--- config.mk ---
export PLATFORM = sky130hd
export DESIGN_NAME = sip_puff_event_detector_flat
export DESIGN_NICKNAME = d
export VERILOG_FILES = /design/src/sv/sipd_pkg.sv /design/src/sv/sipd_if.sv /design/src/sv/sipd_cfg_regs.sv /design/src/sv/sipd_detector.sv /design/src/sv/sip_puff_event_detector.sv /design/src/flat_wrapper.sv
export SDC_FILE = /design/constraint.sdc
export NUM_CORES = 1
export LEC_CHECK = 0
export BUFFER_PORTS_ARGS = -buffer_cell sky130_fd_sc_hd__buf_2
export CAP_MARGIN = 20
export CORE_UTILIZATION = 25
export CTS_BUF_LIST = sky130_fd_sc_hd__clkbuf_4
export CTS_CLUSTER_SIZE = 20
export DETAILED_ROUTE_END_ITERATION = 10
export GPL_ROUTABILITY_DRIVEN = 0
export HOLD_SLACK_MARGIN = 0.05
export MAX_ROUTING_LAYER = met4
export PLACE_DENSITY = 0.45
export SKIP_LAST_GASP = 1
export SLEW_MARGIN = 40
export SYNTH_ARGS = -nofsm -noshare
export SYNTH_HDL_FRONTEND = slang
export SYNTH_SLANG_ARGS = --single-unit
--- constraint.sdc ---
create_clock -name i_clk -period 2.6 [get_ports i_clk]
set_input_delay 0.26 -clock i_clk [delete_from_list [all_inputs] [get_ports i_clk]]
set_output_delay 0.26 -clock i_clk [all_outputs]
set_load 0.1 [all_outputs]
--- src/sv/sipd_pkg.sv ---
package sipd_pkg;

    // field widths
    localparam int PRESSURE_W = 10;
    localparam int COUNT_W    = 8;
    localparam int CFG_IDX_W  = 3;
    localparam int CFG_DATA_W = 10;

    // reset values
    localparam logic [PRESSURE_W-1:0] PRESSURE_RESET       = 10'd512;
    localparam logic [PRESSURE_W-1:0] PUFF_THR_RESET       = 10'd600;
    localparam logic [PRESSURE_W-1:0] SIP_THR_RESET        = 10'd400;
    localparam logic [PRESSURE_W-1:0] STRONG_PUFF_THR_RESET = 10'd800;
    localparam logic [PRESSURE_W-1:0] STRONG_SIP_THR_RESET = 10'd200;
    localparam logic [COUNT_W-1:0]    SETTLE_TICKS_RESET   = 8'd20;
    localparam logic [COUNT_W-1:0]    HOLD_TICKS_RESET     = 8'd5;

    // configuration register indexes
    typedef enum logic [CFG_IDX_W-1:0] {
        CFG_PUFF_THR        = 3'd0,
        CFG_SIP_THR         = 3'd1,
        CFG_STRONG_PUFF_THR = 3'd2,
        CFG_STRONG_SIP_THR  = 3'd3,
        CFG_SETTLE_TICKS    = 3'd4,
        CFG_HOLD_TICKS      = 3'd5
    } t_cfg_idx;

    // detector phase
    typedef enum logic [1:0] {
        PH_IDLE    = 2'd0,
        PH_STARTED = 2'd1,
        PH_PRESSED = 2'd2
    } t_phase;

    typedef struct packed {
        logic [PRESSURE_W-1:0] puff_thr;
        logic [PRESSURE_W-1:0] sip_thr;
        logic [PRESSURE_W-1:0] strong_puff_thr;
        logic [PRESSURE_W-1:0] strong_sip_thr;
        logic [COUNT_W-1:0]    settle_ticks;
        logic [COUNT_W-1:0]    hold_ticks;
    } t_cfg;

    typedef struct packed {
        logic start;
        logic press;
        logic release_evt;
    } t_det_ev;

    typedef struct packed {
        logic puff_start;
        logic puff_press;
        logic puff_release;
        logic sip_start;
        logic sip_press;
        logic sip_release;
        logic strong_puff_press;
        logic strong_puff_release;
        logic strong_sip_press;
        logic strong_sip_release;
    } t_events;

endpackage

--- src/sv/sipd_if.sv ---
interface sipd_sample_if import sipd_pkg::*; ();
    logic                  valid;
    logic                  ready;
    logic [PRESSURE_W-1:0] pressure;

    modport source(output valid, output pressure, input ready);
    modport sink(input valid, input pressure, output ready);
endinterface

interface sipd_event_if import sipd_pkg::*; ();
    logic valid;
    logic ready;
    logic puff_start;
    logic puff_press;
    logic puff_release;
    logic sip_start;
    logic sip_press;
    logic sip_release;
    logic strong_puff_press;
    logic strong_puff_release;
    logic strong_sip_press;
    logic strong_sip_release;

    modport source(
        output valid, input ready,
        output puff_start, output puff_press, output puff_release,
        output sip_start, output sip_press, output sip_release,
        output strong_puff_press, output strong_puff_release,
        output strong_sip_press, output strong_sip_release
    );
    modport sink(
        input valid, output ready,
        input puff_start, input puff_press, input puff_release,
        input sip_start, input sip_press, input sip_release,
        input strong_puff_press, input strong_puff_release,
        input strong_sip_press, input strong_sip_release
    );
endinterface

interface sipd_cfg_if import sipd_pkg::*; ();
    logic                  valid;
    logic                  ready;
    logic [CFG_IDX_W-1:0]  index;
    logic [CFG_DATA_W-1:0] data;

    modport source(output valid, output index, output data, input ready);
    modport sink(input valid, input index, input data, output ready);
endinterface

--- src/sv/sipd_cfg_regs.sv ---
module sipd_cfg_regs import sipd_pkg::*; (
    input  logic        i_clk,
    input  logic        i_rst_n,
    sipd_cfg_if.sink    i_cfg,
    output t_cfg        o_cfg
);

    t_cfg r_cfg;

    assign i_cfg.ready = 1'b1;
    assign o_cfg       = r_cfg;

    // register writes, unknown indexes are dropped
    always_ff @(posedge i_clk) begin
        if (!i_rst_n) begin
            r_cfg.puff_thr        <= PUFF_THR_RESET;
            r_cfg.sip_thr         <= SIP_THR_RESET;
            r_cfg.strong_puff_thr <= STRONG_PUFF_THR_RESET;
            r_cfg.strong_sip_thr  <= STRONG_SIP_THR_RESET;
            r_cfg.settle_ticks    <= SETTLE_TICKS_RESET;
            r_cfg.hold_ticks      <= HOLD_TICKS_RESET;
        end else if (i_cfg.valid) begin
            case (i_cfg.index)
                CFG_PUFF_THR:        r_cfg.puff_thr        <= i_cfg.data;
                CFG_SIP_THR:         r_cfg.sip_thr         <= i_cfg.data;
                CFG_STRONG_PUFF_THR: r_cfg.strong_puff_thr <= i_cfg.data;
                CFG_STRONG_SIP_THR:  r_cfg.strong_sip_thr  <= i_cfg.data;
                CFG_SETTLE_TICKS:    r_cfg.settle_ticks    <= i_cfg.data[COUNT_W-1:0];
                CFG_HOLD_TICKS:      r_cfg.hold_ticks      <= i_cfg.data[COUNT_W-1:0];
                default: ;
            endcase
        end
    end

endmodule

--- src/sv/sipd_detector.sv ---
module sipd_detector import sipd_pkg::*; (
    input  logic               i_clk,
    input  logic               i_rst_n,
    input  logic               i_advance,
    input  logic               i_beyond,
    input  logic               i_back,
    input  logic               i_moving_on,
    input  logic [COUNT_W-1:0] i_settle_ticks,
    input  logic [COUNT_W-1:0] i_hold_ticks,
    output t_det_ev            o_ev
);

    t_phase             r_phase;
    t_phase             n_phase;
    logic [COUNT_W-1:0] r_count;
    logic [COUNT_W-1:0] n_count;
    logic [COUNT_W-1:0] w_count_dec;

    // count stepped back, not below zero
    assign w_count_dec = (r_count != '0) ? r_count - COUNT_W'(1) : '0;

    // phase register
    always_ff @(posedge i_clk) begin
        if (!i_rst_n) begin
            r_phase <= PH_IDLE;
            r_count <= '0;
        end else if (i_advance) begin
            r_phase <= n_phase;
            r_count <= n_count;
        end
    end

    // next phase and events
    always_comb begin
        n_phase = r_phase;
        n_count = r_count;
        o_ev    = '0;
        unique case (r_phase)
            PH_STARTED: begin
                if (!i_moving_on) begin
                    if (r_count > i_settle_ticks) begin
                        n_count  = i_hold_ticks;
                        n_phase  = PH_PRESSED;
                        o_ev.press = 1'b1;
                    end else begin
                        n_count = r_count + COUNT_W'(1);
                    end
                end else begin
                    n_count = w_count_dec;
                end
            end
            PH_PRESSED: begin
                n_count = w_count_dec;
                if (i_back && w_count_dec == '0) begin
                    n_phase          = PH_IDLE;
                    o_ev.release_evt = 1'b1;
                end
            end
            default: begin
                n_phase = PH_IDLE;
                if (i_beyond) begin
                    n_phase    = PH_STARTED;
                    n_count    = '0;
                    o_ev.start = 1'b1;
                end
            end
        endcase
    end

    // a press lands in pressed, a release in idle
    a_press_enters_pressed: assert property (@(posedge i_clk) disable iff (!i_rst_n)
        i_advance && o_ev.press |=> r_phase == PH_PRESSED)
        else $error("press did not enter pressed phase");

    a_release_enters_idle: assert property (@(posedge i_clk) disable iff (!i_rst_n)
        i_advance && o_ev.release_evt |=> r_phase == PH_IDLE)
        else $error("release did not return to idle");

    // at most one event per sample
    a_single_event: assert property (@(posedge i_clk) disable iff (!i_rst_n)
        $onehot0(o_ev))
        else $error("more than one detector event at once");

endmodule

--- src/sv/sip_puff_event_detector.sv ---
// Sip and puff event detector.
// i_sample carries one 10-bit pressure sample per transfer (valid/ready).
// i_cfg writes the six control registers by index: 0 puff threshold,
// 1 sip threshold, 2 strong puff threshold, 3 strong sip threshold,
// 4 settle ticks, 5 hold ticks; other indexes are ignored. Write it only
// while no sample is in flight. i_cfg.ready is always high.
// o_event carries one transfer per sample with the start, press and release
// flags of the puff and sip detectors and the press and release flags of
// the strong puff and strong sip detectors. A sample waits in the input
// register, and the detectors update as it moves into the result register,
// from which o_event offers the result.
// Throughput: one sample per cycle while o_event.ready is high;
// the path is one compare stage and an 8-bit counter step per detector.
// Reset clears both pipeline valid flags, sets the detectors idle with zero
// counts, the previous sample to 512 and the registers to their defaults.
// When o_event.ready is low the result holds and one more sample is taken
// into the input register; after that i_sample.ready drops until the
// result is taken.
module sip_puff_event_detector import sipd_pkg::*; (
    input  logic        i_clk,
    input  logic        i_rst_n,
    sipd_sample_if.sink i_sample,
    sipd_cfg_if.sink    i_cfg,
    sipd_event_if.source o_event
);

    t_cfg                  w_cfg;
    logic                  r_in_valid;
    logic [PRESSURE_W-1:0] r_pressure;
    logic [PRESSURE_W-1:0] r_last_pressure;
    logic                  r_out_valid;
    t_events               r_events;
    t_events               n_events;
    logic                  w_advance;
    logic                  w_rising;
    logic                  w_falling;
    t_det_ev               w_ev_puff;
    t_det_ev               w_ev_sip;
    t_det_ev               w_ev_spuff;
    t_det_ev               w_ev_ssip;

    sipd_cfg_regs u_cfg_regs (
        .i_clk   (i_clk),
        .i_rst_n (i_rst_n),
        .i_cfg   (i_cfg),
        .o_cfg   (w_cfg)
    );

    // handshake between the two stages
    assign w_advance      = r_in_valid && (!r_out_valid || o_event.ready);
    assign i_sample.ready = !r_in_valid || w_advance;

    // input register
    always_ff @(posedge i_clk) begin
        if (!i_rst_n) begin
            r_in_valid <= 1'b0;
        end else if (i_sample.valid && i_sample.ready) begin
            r_in_valid <= 1'b1;
        end else if (w_advance) begin
            r_in_valid <= 1'b0;
        end
    end

    always_ff @(posedge i_clk) begin
        if (i_sample.valid && i_sample.ready) begin
            r_pressure <= i_sample.pressure;
        end
    end

    // previous sample tracking
    always_ff @(posedge i_clk) begin
        if (!i_rst_n) begin
            r_last_pressure <= PRESSURE_RESET;
        end else if (w_advance) begin
            r_last_pressure <= r_pressure;
        end
    end

    assign w_rising  = r_pressure > r_last_pressure;
    assign w_falling = r_pressure < r_last_pressure;

    // detectors: puff-like look above, sip-like below the threshold
    sipd_detector u_det_puff (
        .i_clk          (i_clk),
        .i_rst_n        (i_rst_n),
        .i_advance      (w_advance),
        .i_beyond       (r_pressure > w_cfg.puff_thr),
        .i_back         (r_pressure < w_cfg.puff_thr),
        .i_moving_on    (w_rising),
        .i_settle_ticks (w_cfg.settle_ticks),
        .i_hold_ticks   (w_cfg.hold_ticks),
        .o_ev           (w_ev_puff)
    );

    sipd_detector u_det_sip (
        .i_clk          (i_clk),
        .i_rst_n        (i_rst_n),
        .i_advance      (w_advance),
        .i_beyond       (r_pressure < w_cfg.sip_thr),
        .i_back         (r_pressure > w_cfg.sip_thr),
        .i_moving_on    (w_falling),
        .i_settle_ticks (w_cfg.settle_ticks),
        .i_hold_ticks   (w_cfg.hold_ticks),
        .o_ev           (w_ev_sip)
    );

    sipd_detector u_det_strong_puff (
        .i_clk          (i_clk),
        .i_rst_n        (i_rst_n),
        .i_advance      (w_advance),
        .i_beyond       (r_pressure > w_cfg.strong_puff_thr),
        .i_back         (r_pressure < w_cfg.strong_puff_thr),
        .i_moving_on    (w_rising),
        .i_settle_ticks (w_cfg.settle_ticks),
        .i_hold_ticks   (w_cfg.hold_ticks),
        .o_ev           (w_ev_spuff)
    );

    sipd_detector u_det_strong_sip (
        .i_clk          (i_clk),
        .i_rst_n        (i_rst_n),
        .i_advance      (w_advance),
        .i_beyond       (r_pressure < w_cfg.strong_sip_thr),
        .i_back         (r_pressure > w_cfg.strong_sip_thr),
        .i_moving_on    (w_falling),
        .i_settle_ticks (w_cfg.settle_ticks),
        .i_hold_ticks   (w_cfg.hold_ticks),
        .o_ev           (w_ev_ssip)
    );

    // gather the event flags
    always_comb begin
        n_events.puff_start          = w_ev_puff.start;
        n_events.puff_press          = w_ev_puff.press;
        n_events.puff_release        = w_ev_puff.release_evt;
        n_events.sip_start           = w_ev_sip.start;
        n_events.sip_press           = w_ev_sip.press;
        n_events.sip_release         = w_ev_sip.release_evt;
        n_events.strong_puff_press   = w_ev_spuff.press;
        n_events.strong_puff_release = w_ev_spuff.release_evt;
        n_events.strong_sip_press    = w_ev_ssip.press;
        n_events.strong_sip_release  = w_ev_ssip.release_evt;
    end

    // result register
    always_ff @(posedge i_clk) begin
        if (!i_rst_n) begin
            r_out_valid <= 1'b0;
        end else if (w_advance) begin
            r_out_valid <= 1'b1;
        end else if (o_event.ready) begin
            r_out_valid <= 1'b0;
        end
    end

    always_ff @(posedge i_clk) begin
        if (w_advance) begin
            r_events <= n_events;
        end
    end

    assign o_event.valid               = r_out_valid;
    assign o_event.puff_start          = r_events.puff_start;
    assign o_event.puff_press          = r_events.puff_press;
    assign o_event.puff_release        = r_events.puff_release;
    assign o_event.sip_start           = r_events.sip_start;
    assign o_event.sip_press           = r_events.sip_press;
    assign o_event.sip_release         = r_events.sip_release;
    assign o_event.strong_puff_press   = r_events.strong_puff_press;
    assign o_event.strong_puff_release = r_events.strong_puff_release;
    assign o_event.strong_sip_press    = r_events.strong_sip_press;
    assign o_event.strong_sip_release  = r_events.strong_sip_release;

    // a sample transfer never overwrites a sample that has not moved on
    a_no_input_overwrite: assert property (@(posedge i_clk) disable iff (!i_rst_n)
        i_sample.valid && i_sample.ready |-> !r_in_valid || w_advance)
        else $error("input register overwritten");

    // every advanced sample shows up as a result
    a_advance_fills_result: assert property (@(posedge i_clk) disable iff (!i_rst_n)
        w_advance |=> r_out_valid)
        else $error("advanced sample lost");

    // the previous sample follows each advanced sample
    a_previous_tracks: assert property (@(posedge i_clk) disable iff (!i_rst_n)
        w_advance |=> r_last_pressure == $past(r_pressure))
        else $error("previous sample not updated");

endmodule
--- src/flat_wrapper.sv ---
// flat-port wrapper written by rule: the top's interface ports become plain ports
module sip_puff_event_detector_flat import sipd_pkg::*;
  (i_clk, i_rst_n, i_sample_valid, i_sample_pressure, i_sample_ready, i_cfg_valid, i_cfg_index, i_cfg_data, i_cfg_ready, o_event_valid, o_event_ready, o_event_puff_start, o_event_puff_press, o_event_puff_release, o_event_sip_start, o_event_sip_press, o_event_sip_release, o_event_strong_puff_press, o_event_strong_puff_release, o_event_strong_sip_press, o_event_strong_sip_release);
  sipd_sample_if i_sample_i ();
  sipd_cfg_if i_cfg_i ();
  sipd_event_if o_event_i ();
  input  logic i_clk;
  input  logic i_rst_n;
  input wire logic [$bits(i_sample_i.valid)-1:0] i_sample_valid;
  input wire logic [$bits(i_sample_i.pressure)-1:0] i_sample_pressure;
  output wire logic [$bits(i_sample_i.ready)-1:0] i_sample_ready;
  input wire logic [$bits(i_cfg_i.valid)-1:0] i_cfg_valid;
  input wire logic [$bits(i_cfg_i.index)-1:0] i_cfg_index;
  input wire logic [$bits(i_cfg_i.data)-1:0] i_cfg_data;
  output wire logic [$bits(i_cfg_i.ready)-1:0] i_cfg_ready;
  output wire logic [$bits(o_event_i.valid)-1:0] o_event_valid;
  input wire logic [$bits(o_event_i.ready)-1:0] o_event_ready;
  output wire logic [$bits(o_event_i.puff_start)-1:0] o_event_puff_start;
  output wire logic [$bits(o_event_i.puff_press)-1:0] o_event_puff_press;
  output wire logic [$bits(o_event_i.puff_release)-1:0] o_event_puff_release;
  output wire logic [$bits(o_event_i.sip_start)-1:0] o_event_sip_start;
  output wire logic [$bits(o_event_i.sip_press)-1:0] o_event_sip_press;
  output wire logic [$bits(o_event_i.sip_release)-1:0] o_event_sip_release;
  output wire logic [$bits(o_event_i.strong_puff_press)-1:0] o_event_strong_puff_press;
  output wire logic [$bits(o_event_i.strong_puff_release)-1:0] o_event_strong_puff_release;
  output wire logic [$bits(o_event_i.strong_sip_press)-1:0] o_event_strong_sip_press;
  output wire logic [$bits(o_event_i.strong_sip_release)-1:0] o_event_strong_sip_release;
  assign i_sample_i.valid = i_sample_valid;
  assign i_sample_i.pressure = i_sample_pressure;
  assign i_sample_ready = i_sample_i.ready;
  assign i_cfg_i.valid = i_cfg_valid;
  assign i_cfg_i.index = i_cfg_index;
  assign i_cfg_i.data = i_cfg_data;
  assign i_cfg_ready = i_cfg_i.ready;
  assign o_event_valid = o_event_i.valid;
  assign o_event_i.ready = o_event_ready;
  assign o_event_puff_start = o_event_i.puff_start;
  assign o_event_puff_press = o_event_i.puff_press;
  assign o_event_puff_release = o_event_i.puff_release;
  assign o_event_sip_start = o_event_i.sip_start;
  assign o_event_sip_press = o_event_i.sip_press;
  assign o_event_sip_release = o_event_i.sip_release;
  assign o_event_strong_puff_press = o_event_i.strong_puff_press;
  assign o_event_strong_puff_release = o_event_i.strong_puff_release;
  assign o_event_strong_sip_press = o_event_i.strong_sip_press;
  assign o_event_strong_sip_release = o_event_i.strong_sip_release;
  sip_puff_event_detector u_core (.i_clk(i_clk), .i_rst_n(i_rst_n), .i_sample(i_sample_i), .i_cfg(i_cfg_i), .o_event(o_event_i));
endmodule
==> impl_metrics.csv, run 1 <==
group,metric,value,unit
run_status,outcome,"finished with violations",
run_status,violations,"setup timing",
synthesis,ys_seq_area_share,31.93,%
setup_path,worst_setup_path_start_kind,"flip-flop",
setup_path,crit_fanout,8,
floorplanning,die_width,188.0,um
setup_path,cp_data_required_time,3.06,ns
placement,pre_cts_slack,-0.3064,ns
sta,worst_slew_pin_slew,0.7777,ns
sta,slew_headroom,48.13,%
setup_path,critPathSlowestCell,"edfxtp_1",
setup_path,criticalPathCategory,"reg -> reg",
min_path,hold_path.startpoint,"i_rst_n",
pwr,switchingPower,1391,uW
floorplanning,die_h,188.0,um
setup_path,reg2regPathDepth,11,
floorplanning,core_area,33780,um2
grt,track_usage,16.81,%
sta,period_minus_slack,2.661,ns
synthesis,synth.avg_cell_area,8.124,um2
placement,portBuffers,39,
cts,clock_latency,0.59,ns
setup_path,r2r_end,"u_core.u_det_puff.r_count[3]$_SDFFE_PN0P_",
grt,grt_start_max_net_pins,40,
floorplanning,rows,67,
pwr,p_sw_share,30.64,%
synthesis,synth_edf_count,20,
synthesis,syn_nets,1195,
cts,cts_tree,"built",
route,ant_nets,0,
setup_path,cp_cell_sequence,"buf_6, ha_4, a21o_1, a21o_1, a221oi_2, buf_4, o211ai_1, nor4b_2, buf_12, a31o_2, a22o_1",
cts,path_clk_slew,0.14,ns
cts,cts_root_buf,"clkbuf_4",
synthesis,syn_inst,1065,
job,maxCapViolations,0,
route,wl_per_cell,17.11,um
cts,numCtsBuffers,17,
setup_path,end_kind,"flip-flop",
sta,setup_ws,-0.06130,ns
synthesis,synth_most_common_cell,"nand2_1",
setup_path,critical_path.max_stage_delay,0.46,ns
route,drtIter0Drc,567,
min_path,min_delay_path_depth,3,
min_path,min_path_type,"in -> reg",
cts,clk_path_buf_depth,2,
setup_path,cpMostUsedCell,"a21o_1",
synthesis,synth-async-reset-ratio,0,%
floorplanning,io_pins,41,
layout,syn_to_final_growth,28.06,%
pwr,p_leak,0.004592,uW
grt,first_global_vias,7778,
synthesis,synth_top_area_share,24.99,%
synthesis,ys.flop_type,"dfxtp_1",
layout,instances_no_fill,1685,
grt,grt_pass1_wl,44490,um
synthesis,synthesis.area,8652,um2
min_path,holdPathEnd,"u_core.u_cfg_regs.o_cfg[26]$_SDFFE_PN0P_",
sta,final-max-slew-violation-count,0,
route,route.met3.wl,969,um
sta,post-route-period-util,102.4,%
sta,fin_tns_setup,-0.2117,ns
pwr,ir_worst_vdd,0.2928,mV
floorplanning,die_area,35360,um2
route,wl_met1,14430,um
sta,finalSetupViolCount,6,
route,dr.max_layer_used,"met4",
sta,finalClockSkew,0.03300,ns
layout,final_area,11080,um2
setup_path,reg2reg_slack,-0.06,ns
setup_path,r2r-start,"u_core.r_pressure[3]$_DFFE_PP_",
sta,rsz0062_at_grt,"yes",
route,wl,28820,um
pwr,pwr-share-comb,17.7,%
cts,cts.sinks,128,
synthesis,synth.area.top_cells,"dfxtp_1, ha_1, nand2_1, edfxtp_1, a21oi_1",
floorplanning,start_util,25.61,%
layout,drive_gt1_share,20.40,%
synthesis,synth_cell_type_count,78,
grt,overflow,0,
synthesis,ys_ff_latch,128,
layout,final_nets,1353,
sta,finalHoldViolations,0,
setup_path,cp.arrival,3.12,ns
route,via_per_inst,4.874,
placement,place_area,10070,um2
pwr,power_density,409.7,nW/um2
route,wl_met2,13110,um
pwr,seqPwrFrac,46.2,%
route,dr.pass1.iters,5,
sta,fmax,0.3758,GHz
placement,place_inst,1618,
synthesis,synth_commonest_cells,"nand2_1, dfxtp_1, ha_1",
pwr,p_int,3148,uW
synthesis,yosys.area.top_type,"dfxtp_1",
placement,dpl.hpwl,21400,um
pwr,power_frac_clock,36.1,%
cts,h-tree-depth,4,
route,drcViolationCount,0,
grt,antenna_found_initial,2,
route,num_vias,8212,
synthesis,yosysWarningCount,0,
==> metrics by stage <==
stage / util (%) / hold WS [ns] / total power, uW
detailed placement: 29.80 / 0.4381 / 2813
floorplan: - / 0.3589 / 2520
global route: 32.79 / 0.1222 / 4750
CTS: 31.70 / 0.09019 / 4506
global placement: 29.80 / 0.4393 / 2808
finish: 32.80 / 0.1210 / 4539
==> layout by cell type, fill, tap and decap left out, types with 5 or more instances in the layout <==
| master | count |
|---|---|
| a211oi_1 | 8 |
| a21o_1 | 15 |
| a21oi_1 | 88 |
| a221oi_2 | 5 |
| a22o_1 | 8 |
| a31oi_1 | 11 |
| and2_1 | 11 |
| and3_1 | 13 |
| and4_1 | 5 |
| buf_2 | 39 |
| buf_4 | 105 |
| buf_6 | 8 |
| clkbuf_4 | 17 |
| dfxtp_1 | 107 |
| dlygate4sd3_1 | 23 |
| edfxtp_1 | 20 |
| ha_1 | 98 |
| inv_1 | 91 |
| mux2i_1 | 23 |
| nand2_1 | 174 |
| nand2b_1 | 10 |
| nand3_1 | 26 |
| nand4_1 | 20 |
| nor2_1 | 41 |
| nor2b_1 | 14 |
| nor3_1 | 18 |
| o211ai_1 | 27 |
| o21ai_0 | 30 |
| o21ai_1 | 8 |
| o21ai_2 | 5 |
| o22ai_1 | 9 |
| o2bb2ai_1 | 6 |
| or4_1 | 7 |
| xnor2_1 | 14 |
==> kinds of logic (layout without fill, tap and decap cells) <==
kind of cell / Yosys count / after routing / share of synthesized area, %
simple gates: 376 / 376 / 21.26
flops: 128 / 128 / 31.93
buf+inv: 135 / 305 / 6.030
other cells: 1 / 3 / 0.04334
mux: 26 / 26 / 3.051
compound gates: 279 / 279 / 21.11
xor+xnor: 18 / 18 / 1.822
fa+ha+maj: 102 / 102 / 14.75
==> how the worst max path moves through the flow <==
| stage | startpoint | end | slack [ns] | cells after the start |
|---|---|---|---|---|
| 2_1_floorplan | u_core.r_pressure[7]$_DFFE_PP_ | u_core.u_det_sip.r_count[3]$_SDFFE_PN0P_ | 0.03 | 8 |
| 3_3_place_gp | u_core.r_pressure[8]$_DFFE_PP_ | u_core.u_det_strong_sip.r_count[2]$_SDFFE_PN0P_ | -0.25 | 10 |
| 3_5_place_dp | u_core.r_pressure[5]$_DFFE_PP_ | u_core.u_det_strong_sip.r_count[2]$_SDFFE_PN0P_ | -0.31 | 9 |
| 4_1_cts | u_core.r_pressure[3]$_DFFE_PP_ | u_core.u_det_strong_sip.r_count[2]$_SDFFE_PN0P_ | -0.07 | 9 |
| 5_1_grt | u_core.r_pressure[3]$_DFFE_PP_ | u_core.u_det_strong_sip.r_count[2]$_SDFFE_PN0P_ | -0.16 | 10 |
| 6_report | u_core.r_pressure[3]$_DFFE_PP_ | u_core.u_det_puff.r_count[3]$_SDFFE_PN0P_ | -0.06 | 11 |
==> per-layer routing <==
layer / GRT usage [%] / vias up
met1: 23.17 / 3865
met3: 2.620 / 24
li1: - / 4162
met4: 2.908 / 0
met5: - / -
met2: 26.01 / 161
==> cell type report <==
| type | instances | area (um2) |
|---|---|---|
| fillers | 3608 | 22700 |
| multi-input cells | 802 | 5688 |
| flip-flops and latches | 128 | 2764 |
| repair buffers | 180 | 1395 |
| well taps | 448 | 560.5 |
| inverters | 94 | 352.8 |
| clock inverters | 14 | 186.4 |
| clock buffers | 17 | 127.6 |
| diodes | 2 | 5.005 |
==> worst max-delay path: cells and delay by family (launching register included) <==
family          cells  cell delay, ns
compound gates      6            1.17
simple gates        1            0.19
flops               1            0.46
buf+inv             3            0.50
fa+ha+maj           1            0.21
==> power by group through the flow <==
stage                     Sequential [uW]  Clock (uW)  Combinational (uW)
after floorplan                      2190           0                 329
after global placement               2140           0                 668
after detailed placement             2140           0                 671
after CTS                            2100        1690                 718
after global routing                 2100        1780                 869
final                                2100        1640                 802
==> flip-flops by register name (all words and copies together) (netlist names), 2 cells and up <==
name,cells
u_core.u_cfg_regs.o_cfg,56
u_core.r_last_pressure,10
u_core.r_pressure,10
u_core.u_det_puff.r_count,8
u_core.u_det_sip.r_count,8
u_core.u_det_strong_puff.r_count,8
u_core.u_det_strong_sip.r_count,8
u_core.u_det_puff.r_phase,2
u_core.u_det_sip.r_phase,2
u_core.u_det_strong_puff.r_phase,2
u_core.u_det_strong_sip.r_phase,2
==> what timing repair did <==
| item | 4_1_cts | 5_1_grt |
|---|---|---|
| endpoints found under the setup margin | 30 | 41 |
| gates cloned | 1 | 1 |
| endpoints found under the hold margin | 67 | 0 |
| pin swaps | 9 | 12 |
| hold buffers | 23 | 0 |
| gates resized for setup | 18 | 60 |
| buffers inserted | 1 | 8 |
Power figures use the tool's default switching activity.
==> run 2: changes to the inputs <==
--- a/config.mk
+++ b/config.mk
@@ -7,6 +7,8 @@
 export LEC_CHECK = 0
 export BUFFER_PORTS_ARGS = -buffer_cell sky130_fd_sc_hd__buf_2
 export CAP_MARGIN = 20
+export CELL_PAD_IN_SITES_DETAIL_PLACEMENT = 1
+export CELL_PAD_IN_SITES_GLOBAL_PLACEMENT = 1
 export CORE_UTILIZATION = 25
 export CTS_BUF_LIST = sky130_fd_sc_hd__clkbuf_4
 export CTS_CLUSTER_SIZE = 20
@@ -14,7 +16,7 @@
 export GPL_ROUTABILITY_DRIVEN = 0
 export HOLD_SLACK_MARGIN = 0.05
 export MAX_ROUTING_LAYER = met4
-export PLACE_DENSITY = 0.45
+export PLACE_DENSITY = 0.54
 export SKIP_LAST_GASP = 1
 export SLEW_MARGIN = 40
 export SYNTH_ARGS = -nofsm -noshare
==> impl_metrics.csv, run 2 (synthesis gave the netlist of run 1 again) <==
group,metric,value,unit
layout,drive_gt1_share,24.70,%
pwr,p_sw_share,33.05,%
placement,pre_cts_slack,-0.3859,ns
placement,place_inst,1624,
grt,grt_pass1_wl,50600,um
sta,final-max-slew-violation-count,0,
min_path,hold_path.startpoint,"i_cfg_index[2]",
route,wl_per_cell,19.34,um
pwr,seqPwrFrac,47.1,%
setup_path,r2r-start,"u_core.r_pressure[9]$_DFFE_PP_",
min_path,min_delay_path_depth,4,
route,dr.pass1.iters,4,
setup_path,reg2reg_slack,-0.07,ns
run_status,outcome,"finished with violations",
sta,period_minus_slack,2.666,ns
min_path,holdPathEnd,"u_core.u_cfg_regs.o_cfg[14]$_SDFFE_PN0P_",
floorplanning,io_pins,41,
floorplanning,start_util,25.61,%
placement,portBuffers,39,
layout,final_area,11410,um2
setup_path,worst_setup_path_start_kind,"flip-flop",
sta,post-route-period-util,102.5,%
cts,cts_tree,"built",
route,ant_nets,0,
sta,finalClockSkew,0.03390,ns
sta,rsz0062_at_grt,"yes",
placement,place_area,10130,um2
route,drcViolationCount,0,
setup_path,crit_fanout,5,
sta,slew_headroom,53.19,%
pwr,p_int,2985,uW
sta,finalHoldViolations,0,
sta,finalSetupViolCount,3,
layout,syn_to_final_growth,31.84,%
layout,post-route-util,33.77,%
layout,instances_no_fill,1699,
setup_path,criticalPathCategory,"reg -> reg",
grt,track_usage,19.20,%
cts,clk_path_buf_depth,2,
cts,clock_latency,0.61,ns
grt,overflow,0,
pwr,power_frac_clock,34.0,%
route,wl,32860,um
sta,fin_tns_setup,-0.1475,ns
min_path,min_path_type,"in -> reg",
sta,worst_slew_pin_slew,0.7021,ns
route,num_vias,8523,
layout,num-fill-cells,4024,
setup_path,end_kind,"flip-flop",
floorplanning,rows,67,
pwr,pwr-share-comb,18.8,%
run_status,violations,"setup timing",
setup_path,cp_data_required_time,3.12,ns
setup_path,r2r_end,"u_core.u_det_sip.r_phase[1]$_SDFFE_PN0P_",
floorplanning,die_width,188.0,um
layout,mostFrequentLayoutCell,"nand2_1",
placement,dpl.hpwl,24690,um
layout,antenna_cells,0,
pwr,switchingPower,1474,uW
layout,largest_reg_flops,56,
grt,grt_start_max_net_pins,40,
route,drtIter0Drc,466,
pwr,power_density,390.9,nW/um2
cts,numCtsBuffers,17,
sta,setup_ws,-0.06582,ns
cts,cts_root_buf,"clkbuf_4",
cts,path_clk_slew,0.15,ns
job,maxCapViolations,0,
floorplanning,die_area,35360,um2
cts,cts.sinks,128,
layout,final_nets,1368,
grt,first_global_vias,8639,
pwr,p_leak,0.004683,uW
grt,antenna_found_initial,0,
setup_path,cp.arrival,3.18,ns
pwr,ir_worst_vdd,0.2139,mV
floorplanning,die_h,188.0,um
cts,h-tree-depth,4,
sta,fmax,0.3751,GHz
floorplanning,core_area,33780,um2
setup_path,reg2regPathDepth,10,
layout,layout_common_cells,"nand2_1, buf_4, dfxtp_1",
route,via_per_inst,5.016,
[run 2: metrics by stage]
stage / power [uW] / hold slack (ns)
final: 4459 / 0.1705
after global routing: 4668 / 0.1654
after floorplan: 2520 / 0.3589
after CTS: 4437 / 0.1326
after global placement: 2821 / 0.4378
after detailed placement: 2832 / 0.4383
[run 2: worst max path at each step]
stage | start | end | slack [ns] | depth (start not counted)
6_report | u_core.r_pressure[9]$_DFFE_PP_ | u_core.u_det_sip.r_phase[1]$_SDFFE_PN0P_ | -0.07 | 10
3_3_place_gp | u_core.r_pressure[7]$_DFFE_PP_ | u_core.u_det_strong_sip.r_count[2]$_SDFFE_PN0P_ | -0.37 | 10
4_1_cts | u_core.u_cfg_regs.o_cfg[14]$_SDFFE_PN0P_ | u_core.u_det_strong_sip.r_count[2]$_SDFFE_PN0P_ | -0.04 | 10
5_1_grt | u_core.r_pressure[9]$_DFFE_PP_ | u_core.u_det_sip.r_phase[1]$_SDFFE_PN0P_ | -0.20 | 10
3_5_place_dp | u_core.r_pressure[7]$_DFFE_PP_ | u_core.u_det_strong_sip.r_count[2]$_SDFFE_PN0P_ | -0.39 | 10
2_1_floorplan | u_core.r_pressure[7]$_DFFE_PP_ | u_core.u_det_sip.r_count[3]$_SDFFE_PN0P_ | 0.03 | 8
[run 2: area by class of cell]
cell class	count	area (um2)	area share, %
clock buffer	17	127.6	1.119
clock inverter	15	157.7	1.382
inverter	94	357.8	3.137
multi-input combinational	802	5928	51.97
sequential	128	2773	24.31
tap	448	560.5	4.914
timing repair buffer	195	1503	13.17
[run 2: layer usage]
| metal | share of wire (%) | vias to the layer above | wire (um) | GRT usage [%] |
|---|---|---|---|---|
| met1 | 48 | 4197 | 15840 | 25.04 |
| met2 | 48 | 119 | 15820 | 31.32 |
| met4 | 1.2 | 0 | 399 | 4.378 |
| li1 | - | 4183 | - | - |
| met3 | 2.4 | 24 | 805 | 2.564 |
| met5 | 0 | - | 0 | - |
[run 2: worst max-delay path: stages, from the launching register on]
cell,delay [ns]
edfxtp_1,0.49
buf_6,0.18
ha_4,0.26
nand4_1,0.17
a211oi_2,0.28
a2111oi_4,0.10
buf_4,0.18
nor4b_4,0.27
o21ai_2,0.10
a221o_2,0.43
mux2i_1,0.13
[run 2: power by group through the flow]
stage / Sequential, uW / Clock [uW] / Combinational (uW)
after detailed placement: 2140 / 0 / 691
after floorplan: 2190 / 0 / 329
after CTS: 2100 / 1580 / 754
after global routing: 2110 / 1650 / 912
after global placement: 2140 / 0 / 681
final: 2100 / 1520 / 840
[run 2: what timing repair did]
item | 4_1_cts | 5_1_grt
hold buffers | 23 | 0
gates resized for setup | 31 | 99
setup buffers | 4 | 17
setup endpoints to repair | 42 | 39
pin swaps | 8 | 43
hold endpoints to repair | 68 | 0
